==> config.mk <==
export PLATFORM = sky130hd
export DESIGN_NAME = awdc_ctrl
export DESIGN_NICKNAME = d
export VERILOG_FILES = /design/src/rtl/awdc_pkg.sv /design/src/rtl/awdc_ctrl.sv
export SDC_FILE = /design/constraint.sdc
export NUM_CORES = 1
export LEC_CHECK = 0
export BUFFER_PORTS_ARGS = -buffer_cell sky130_fd_sc_hd__clkbuf_2
export CAP_MARGIN = 10
export CORE_UTILIZATION = 46
export DETAILED_ROUTE_END_ITERATION = 10
export PLACE_DENSITY = 0.92
export SLEW_MARGIN = 20
export SYNTH_ARGS = -nofsm -noshare
export SYNTH_HDL_FRONTEND = slang
export SYNTH_SLANG_ARGS = --single-unit
==> constraint.sdc <==
create_clock -name i_clk -period 4.6 [get_ports i_clk]
set_input_delay 0 -clock i_clk [delete_from_list [all_inputs] [get_ports i_clk]]
set_output_delay 0 -clock i_clk [all_outputs]
set_load 0.005 [all_outputs]
==> src/rtl/awdc_pkg.sv <==
// ---------------------------------------------------------------------------
// awdc_pkg
// Shared types and constants of the anagram window distinct counter.
// ---------------------------------------------------------------------------
package awdc_pkg;

    localparam int          ALPHABET    = 26;
    localparam int          LETTER_W    = 5;
    localparam int          COUNT_OUT_W = 11;
    localparam int          MIS_W       = $clog2(ALPHABET + 1);
    localparam int          FP_W        = 64;
    localparam int          HALF_W      = FP_W / 2;
    localparam logic [63:0] BASE_RESET  = 64'd131;

    typedef enum logic [3:0] {
        S_IDLE,
        S_DECODE,
        S_OLDSUB,
        S_NEWADD,
        S_MUL0,
        S_MUL1,
        S_MUL2,
        S_MUL3,
        S_BPUPD,
        S_FPADD,
        S_FPSUB,
        S_HWR,
        S_CHECK,
        S_SRCH,
        S_SRCH_CMP,
        S_RESULT
    } t_state;

    typedef enum logic [1:0] {
        BUMP_NONE,
        BUMP_NEEDLE,
        BUMP_WIN_ADD,
        BUMP_WIN_SUB
    } t_bump;

    typedef enum logic [1:0] {
        MSEL_BP,
        MSEL_FP,
        MSEL_OLD
    } t_msel;

    typedef enum logic [2:0] {
        MS_NONE,
        MS_P0,
        MS_P1,
        MS_P2,
        MS_P3
    } t_mstep;

    typedef enum logic [1:0] {
        FPOP_NONE,
        FPOP_BP,
        FPOP_ADD,
        FPOP_SUB
    } t_fpop;

    typedef struct packed {
        logic   latch_in;
        t_bump  bump;
        logic   len_inc;
        logic   pos_inc;
        logic   set_hay;
        logic   flag_long;
        logic   flag_full;
        logic   hist_rd;
        logic   hist_wr;
        t_msel  msel;
        t_mstep mstep;
        t_fpop  fpop;
        logic   set_match;
        logic   srch_clr;
        logic   srch_rd;
        logic   srch_inc;
        logic   insert;
        logic   load_out;
        logic   clear_job;
    } t_cmd;

    typedef struct packed {
        logic cmd;
        logic last;
        logic letter_ok;
        logic hay;
        logic len_zero;
        logic len_full;
        logic pos_lt_len;
        logic win_done;
        logic mis_zero;
        logic srch_more;
        logic hit;
        logic tbl_full;
        logic out_busy;
    } t_stat;

endpackage

==> src/rtl/awdc_ctrl.sv <==
// ---------------------------------------------------------------------------
// awdc_ctrl
// Sequencer: steps one word through histogram, fingerprint and table work.
// ---------------------------------------------------------------------------
module awdc_ctrl import awdc_pkg::*; (
    input  logic  i_clk,
    input  logic  i_rst_n,
    input  logic  i_in_valid,
    input  t_stat i_sts,
    output t_cmd  o_ctl,
    output logic  o_in_stall
);

    t_state r_state, n_state;
    t_msel  r_mop, n_mop;
    logic   r_full, n_full;

    always_ff @(posedge i_clk) begin
        if (!i_rst_n) begin
            r_state <= S_IDLE;
            r_mop   <= MSEL_BP;
            r_full  <= 1'b0;
        end else begin
            r_state <= n_state;
            r_mop   <= n_mop;
            r_full  <= n_full;
        end
    end

    assign o_in_stall = (r_state != S_IDLE);

    always_comb begin
        n_state = r_state;
        n_mop   = r_mop;
        n_full  = r_full;
        o_ctl   = '0;
        o_ctl.bump  = BUMP_NONE;
        o_ctl.msel  = r_mop;
        o_ctl.mstep = MS_NONE;
        o_ctl.fpop  = FPOP_NONE;
        case (r_state)
            S_IDLE: begin
                if (i_in_valid) begin
                    o_ctl.latch_in = 1'b1;
                    n_state = S_DECODE;
                end
            end
            S_DECODE: begin
                if (!i_sts.cmd) begin
                    n_state = i_sts.last ? S_RESULT : S_IDLE;
                    if (!i_sts.hay && i_sts.letter_ok) begin
                        if (i_sts.len_full) begin
                            o_ctl.flag_long = 1'b1;
                        end else begin
                            o_ctl.bump    = BUMP_NEEDLE;
                            o_ctl.len_inc = 1'b1;
                            n_mop   = MSEL_BP;
                            n_state = S_MUL0;
                        end
                    end
                end else begin
                    o_ctl.set_hay = 1'b1;
                    n_state = S_RESULT;
                    if (i_sts.letter_ok && !i_sts.len_zero) begin
                        if (i_sts.pos_lt_len) begin
                            o_ctl.bump    = BUMP_WIN_ADD;
                            o_ctl.pos_inc = 1'b1;
                            n_full  = 1'b0;
                            n_mop   = MSEL_FP;
                            n_state = S_MUL0;
                        end else begin
                            o_ctl.hist_rd = 1'b1;
                            n_full  = 1'b1;
                            n_state = S_OLDSUB;
                        end
                    end
                end
            end
            S_OLDSUB: begin
                o_ctl.bump = BUMP_WIN_SUB;
                n_state = S_NEWADD;
            end
            S_NEWADD: begin
                o_ctl.bump = BUMP_WIN_ADD;
                n_mop   = MSEL_FP;
                n_state = S_MUL0;
            end
            S_MUL0: begin
                o_ctl.mstep = MS_P0;
                n_state = S_MUL1;
            end
            S_MUL1: begin
                o_ctl.mstep = MS_P1;
                n_state = S_MUL2;
            end
            S_MUL2: begin
                o_ctl.mstep = MS_P2;
                n_state = S_MUL3;
            end
            S_MUL3: begin
                o_ctl.mstep = MS_P3;
                case (r_mop)
                    MSEL_BP:  n_state = S_BPUPD;
                    MSEL_FP:  n_state = S_FPADD;
                    MSEL_OLD: n_state = S_FPSUB;
                    default:  n_state = S_IDLE;
                endcase
            end
            S_BPUPD: begin
                o_ctl.fpop = FPOP_BP;
                n_state = i_sts.last ? S_RESULT : S_IDLE;
            end
            S_FPADD: begin
                o_ctl.fpop = FPOP_ADD;
                if (r_full) begin
                    n_mop   = MSEL_OLD;
                    n_state = S_MUL0;
                end else begin
                    n_state = S_HWR;
                end
            end
            S_FPSUB: begin
                o_ctl.fpop = FPOP_SUB;
                n_state = S_HWR;
            end
            S_HWR: begin
                o_ctl.hist_wr = 1'b1;
                n_state = S_CHECK;
            end
            S_CHECK: begin
                if (i_sts.win_done && i_sts.mis_zero) begin
                    o_ctl.set_match = 1'b1;
                    o_ctl.srch_clr  = 1'b1;
                    n_state = S_SRCH;
                end else begin
                    n_state = S_RESULT;
                end
            end
            S_SRCH: begin
                if (i_sts.srch_more) begin
                    o_ctl.srch_rd = 1'b1;
                    n_state = S_SRCH_CMP;
                end else begin
                    if (i_sts.tbl_full) begin
                        o_ctl.flag_full = 1'b1;
                    end else begin
                        o_ctl.insert = 1'b1;
                    end
                    n_state = S_RESULT;
                end
            end
            S_SRCH_CMP: begin
                if (i_sts.hit) begin
                    n_state = S_RESULT;
                end else begin
                    o_ctl.srch_inc = 1'b1;
                    n_state = S_SRCH;
                end
            end
            S_RESULT: begin
                if (!i_sts.out_busy) begin
                    o_ctl.load_out  = 1'b1;
                    o_ctl.clear_job = i_sts.last;
                    n_state = S_IDLE;
                end
            end
            default: begin
                n_state = S_IDLE;
            end
        endcase
    end

endmodule

==> flow_summary.yaml <==
timing:
  skew_ps: 0.258
  worst_pin_slew_ps: 501
  final_hold_viol_count: 0
  tns_ps: 0
  setup_violations: 0
  finalHoldWorstSlack_ps: 21.3
  final_max_slew_viol_count: 0
  fin_ws_ps: 2620
  max_slew_margin: 0.665
  fin_crit_ps: 1980
  rsz0062_at_grt: "no"
  finalCritPeriodShare: 0.430
  fmax_mhz: 506
place:
  gp_congestion: 0.923
  io_buffers: 40
  dp_cells: 160
  hpwl_mm: 1.69
  dp_worst_setup_slack_ps: 2780
clocking:
  cts_tree: "done"
  htreeDepth: 1
  root_buffer: "clkbuf_4"
  postCtsSetupRepairBufs: 0
  numCtsBuffers: 3
  ctsResizeCount: 0
  clk_path_buf_depth: 2
  clk_pin_slew_ps: 50
  clk_latency_ps: 250
  numClockSinks: 7
flow_run:
  drv_cap: 0
floorplanning:
  die_x_um: 41.9
  coreArea_um2: 1490
  io_pins: 41
  die_area_um2: 1760
  start_util: 0.492
  fp.dieH_um: 41.9
  rows: 14
critical_path:
  reg2reg_depth: 4
  worstPathRequired_ps: 4600
  end_kind: "primary output"
  startpoint_type: "flop"
  r2r_start: "r_state[0]"
  crit_fanout: 15
  crit_type: "flop to primary output"
  rr_endpoint: "r_mop[0]"
  arrival_ps: 1980
  r2r_slack_ps: 2760
logic_synthesis:
  synth_edf_count: 0
  synth_flop_cell: "dfxtp_1"
  ys_types: 34
  async_flop_share: 0
  netlist_instances: 112
  synth_area_leaders: "dfxtp_1, a21oi_1, o21ai_0, nor2_1, nand2b_1"
  synth_most_common_cell: "nor2_1"
  netlist_area_um2: 733
  synth-seq-area-share: 0.191
  synth.top_cells.by_count: "nor2_1, a21oi_1, nand2_1, o21ai_0"
  ys_ff_latch: 7
  yosys_warnings: 0
  syn_avg_cell_area_um2: 6.55
  synth_top_area_cell: "dfxtp_1"
  yosysTopAreaCellShare: 0.191
  synth_nets: 128
finish:
  fin_util: 0.640
  syn2layout_area_growth_pct: 30.0
  fillers: 144
  diodes: 0
  drive_gt1_frac: 0.302
  final_nets: 166
  final_cells: 165
worst_hold_path:
  min_to: "r_mop[0]"
  holdPathStages: 2
  min_path_type: "input pin to flop"
  hp-start: "i_rst_n"
global_route:
  grt_pass1_vias: 766
  grt_max_degree: 18
  grtUsageTotal: 0.247
  gr-total-overflow: 0
  grt_pass1_wl_mm: 3.38
  antenna_found_initial: 0
power:
  switching_share: 0.504
  internal-power_mw: 0.236
  switching_power_mw: 0.239
  power.share.clock: 0.119
  power_leakage_nw: 0.441
  combinationalPowerShare: 0.572
  p_seq_frac: 0.309
  ir_drop_v: 0.000283
  power_density_nw_per_um2: 498
drt:
  firstDrtPassIters: 5
  detail_route.iter0.violations: 31
  via_per_inst: 5.96
  num_vias: 983
  drc: 0
  final_antenna_net_count: 0
  routed_wl_mm: 2.18
  wl_per_cell_um: 13.2
run_status:
  outcome: "completed"
==> critical path: stages, from the launching register on <==
cell and delay [ps]:
dfxtp_1 580, or4b_1 600, nor2_1 210, nand2_1 110
o21ai_0 80, clkbuf_2 140
==> layout by cell type, fill, tap and decap left out, types with 2 or more instances in the layout <==
master | Yosys | routed
nand3b_1 | 2 | 2
a31oi_1 | 3 | 3
a211oi_1 | 4 | 4
dfxtp_1 | 7 | 7
nor2_1 | 11 | 11
nand2b_1 | 6 | 6
a21oi_1 | 10 | 10
nor3_1 | 7 | 7
nor3b_1 | 2 | 2
and2_1 | 2 | 2
nor4_1 | 2 | 2
o21ai_0 | 9 | 9
a21boi_0 | 2 | 2
or4b_1 | 2 | 2
nor2b_1 | 2 | 2
nand2_1 | 9 | 9
o32ai_1 | 2 | 2
and3_1 | 3 | 3
clkbuf_4 | 0 | 3
clkbuf_2 | 0 | 40
inv_1 | 7 | 7
==> sequential cells by signal (all words and copies together) (netlist names) <==
signal,flops
r_mop,2
r_state,4
r_full,1
==> power groups by stage <==
stage | Sequential [mW] | Combinational (mW) | Clock [mW]
global placement | 0.139 | 0.261 | 0
CTS | 0.144 | 0.270 | 0.0577
detailed placement | 0.146 | 0.268 | 0
global route | 0.153 | 0.303 | 0.0606
floorplan | 0.103 | 0.225 | 0
finish | 0.147 | 0.271 | 0.0564
==> timing repair <==
item | in CTS | in global routing
hold endpoints to repair | 1 | 0
hold buffers | 1 | 0
setup endpoints to repair | 0 | 0
==> through the flow <==
| stage | power [mW] | area, um^2 |
|---|---|---|
| 3_5_place_dp | 0.414 | 917 |
| 6_report | 0.475 | 953 |
| 4_1_cts | 0.472 | 953 |
| 3_3_place_gp | 0.400 | 917 |
| 5_1_grt | 0.517 | 953 |
| 2_1_floorplan | 0.328 | 733 |
==> layer usage <==
layer	global-route usage	part of all wire	vias up
met5	0	0	-
met4	0.135	0.040	0
met3	0.0435	0.091	10
met2	0.375	0.44	59
met1	0.330	0.43	431
li1	-	-	483
==> worst max path at each step <==
stage / startpoint / endpoint / slack (ps)
after CTS: r_state[0] / o_ctl[22] / 2640
after detailed placement: r_state[0] / r_mop[0] / 2780
after global routing: r_state[0] / o_ctl[22] / 2460
final: r_state[0] / o_ctl[22] / 2620
after global placement: r_state[0] / r_mop[0] / 2840
after floorplan: r_state[2] / r_mop[0] / 3030
==> cells by family after synthesis <==
group / share of synthesized area
AOI/OAI and AO/OA: 0.312
buffers and inverters: 0.0853
DFF: 0.191
and+or+nand+nor: 0.411
==> layout make-up <==
type                       instances  area, um^2  area share
multi-input combinational         90         531       0.556
timing repair buffer              41         210       0.220
sequential                         7         140       0.147
clock buffer                       4        26.3      0.0276
inverter                           7        26.3      0.0276
tap                               16        20.0      0.0210
Note: power is estimated with default switching activity, not from simulation.
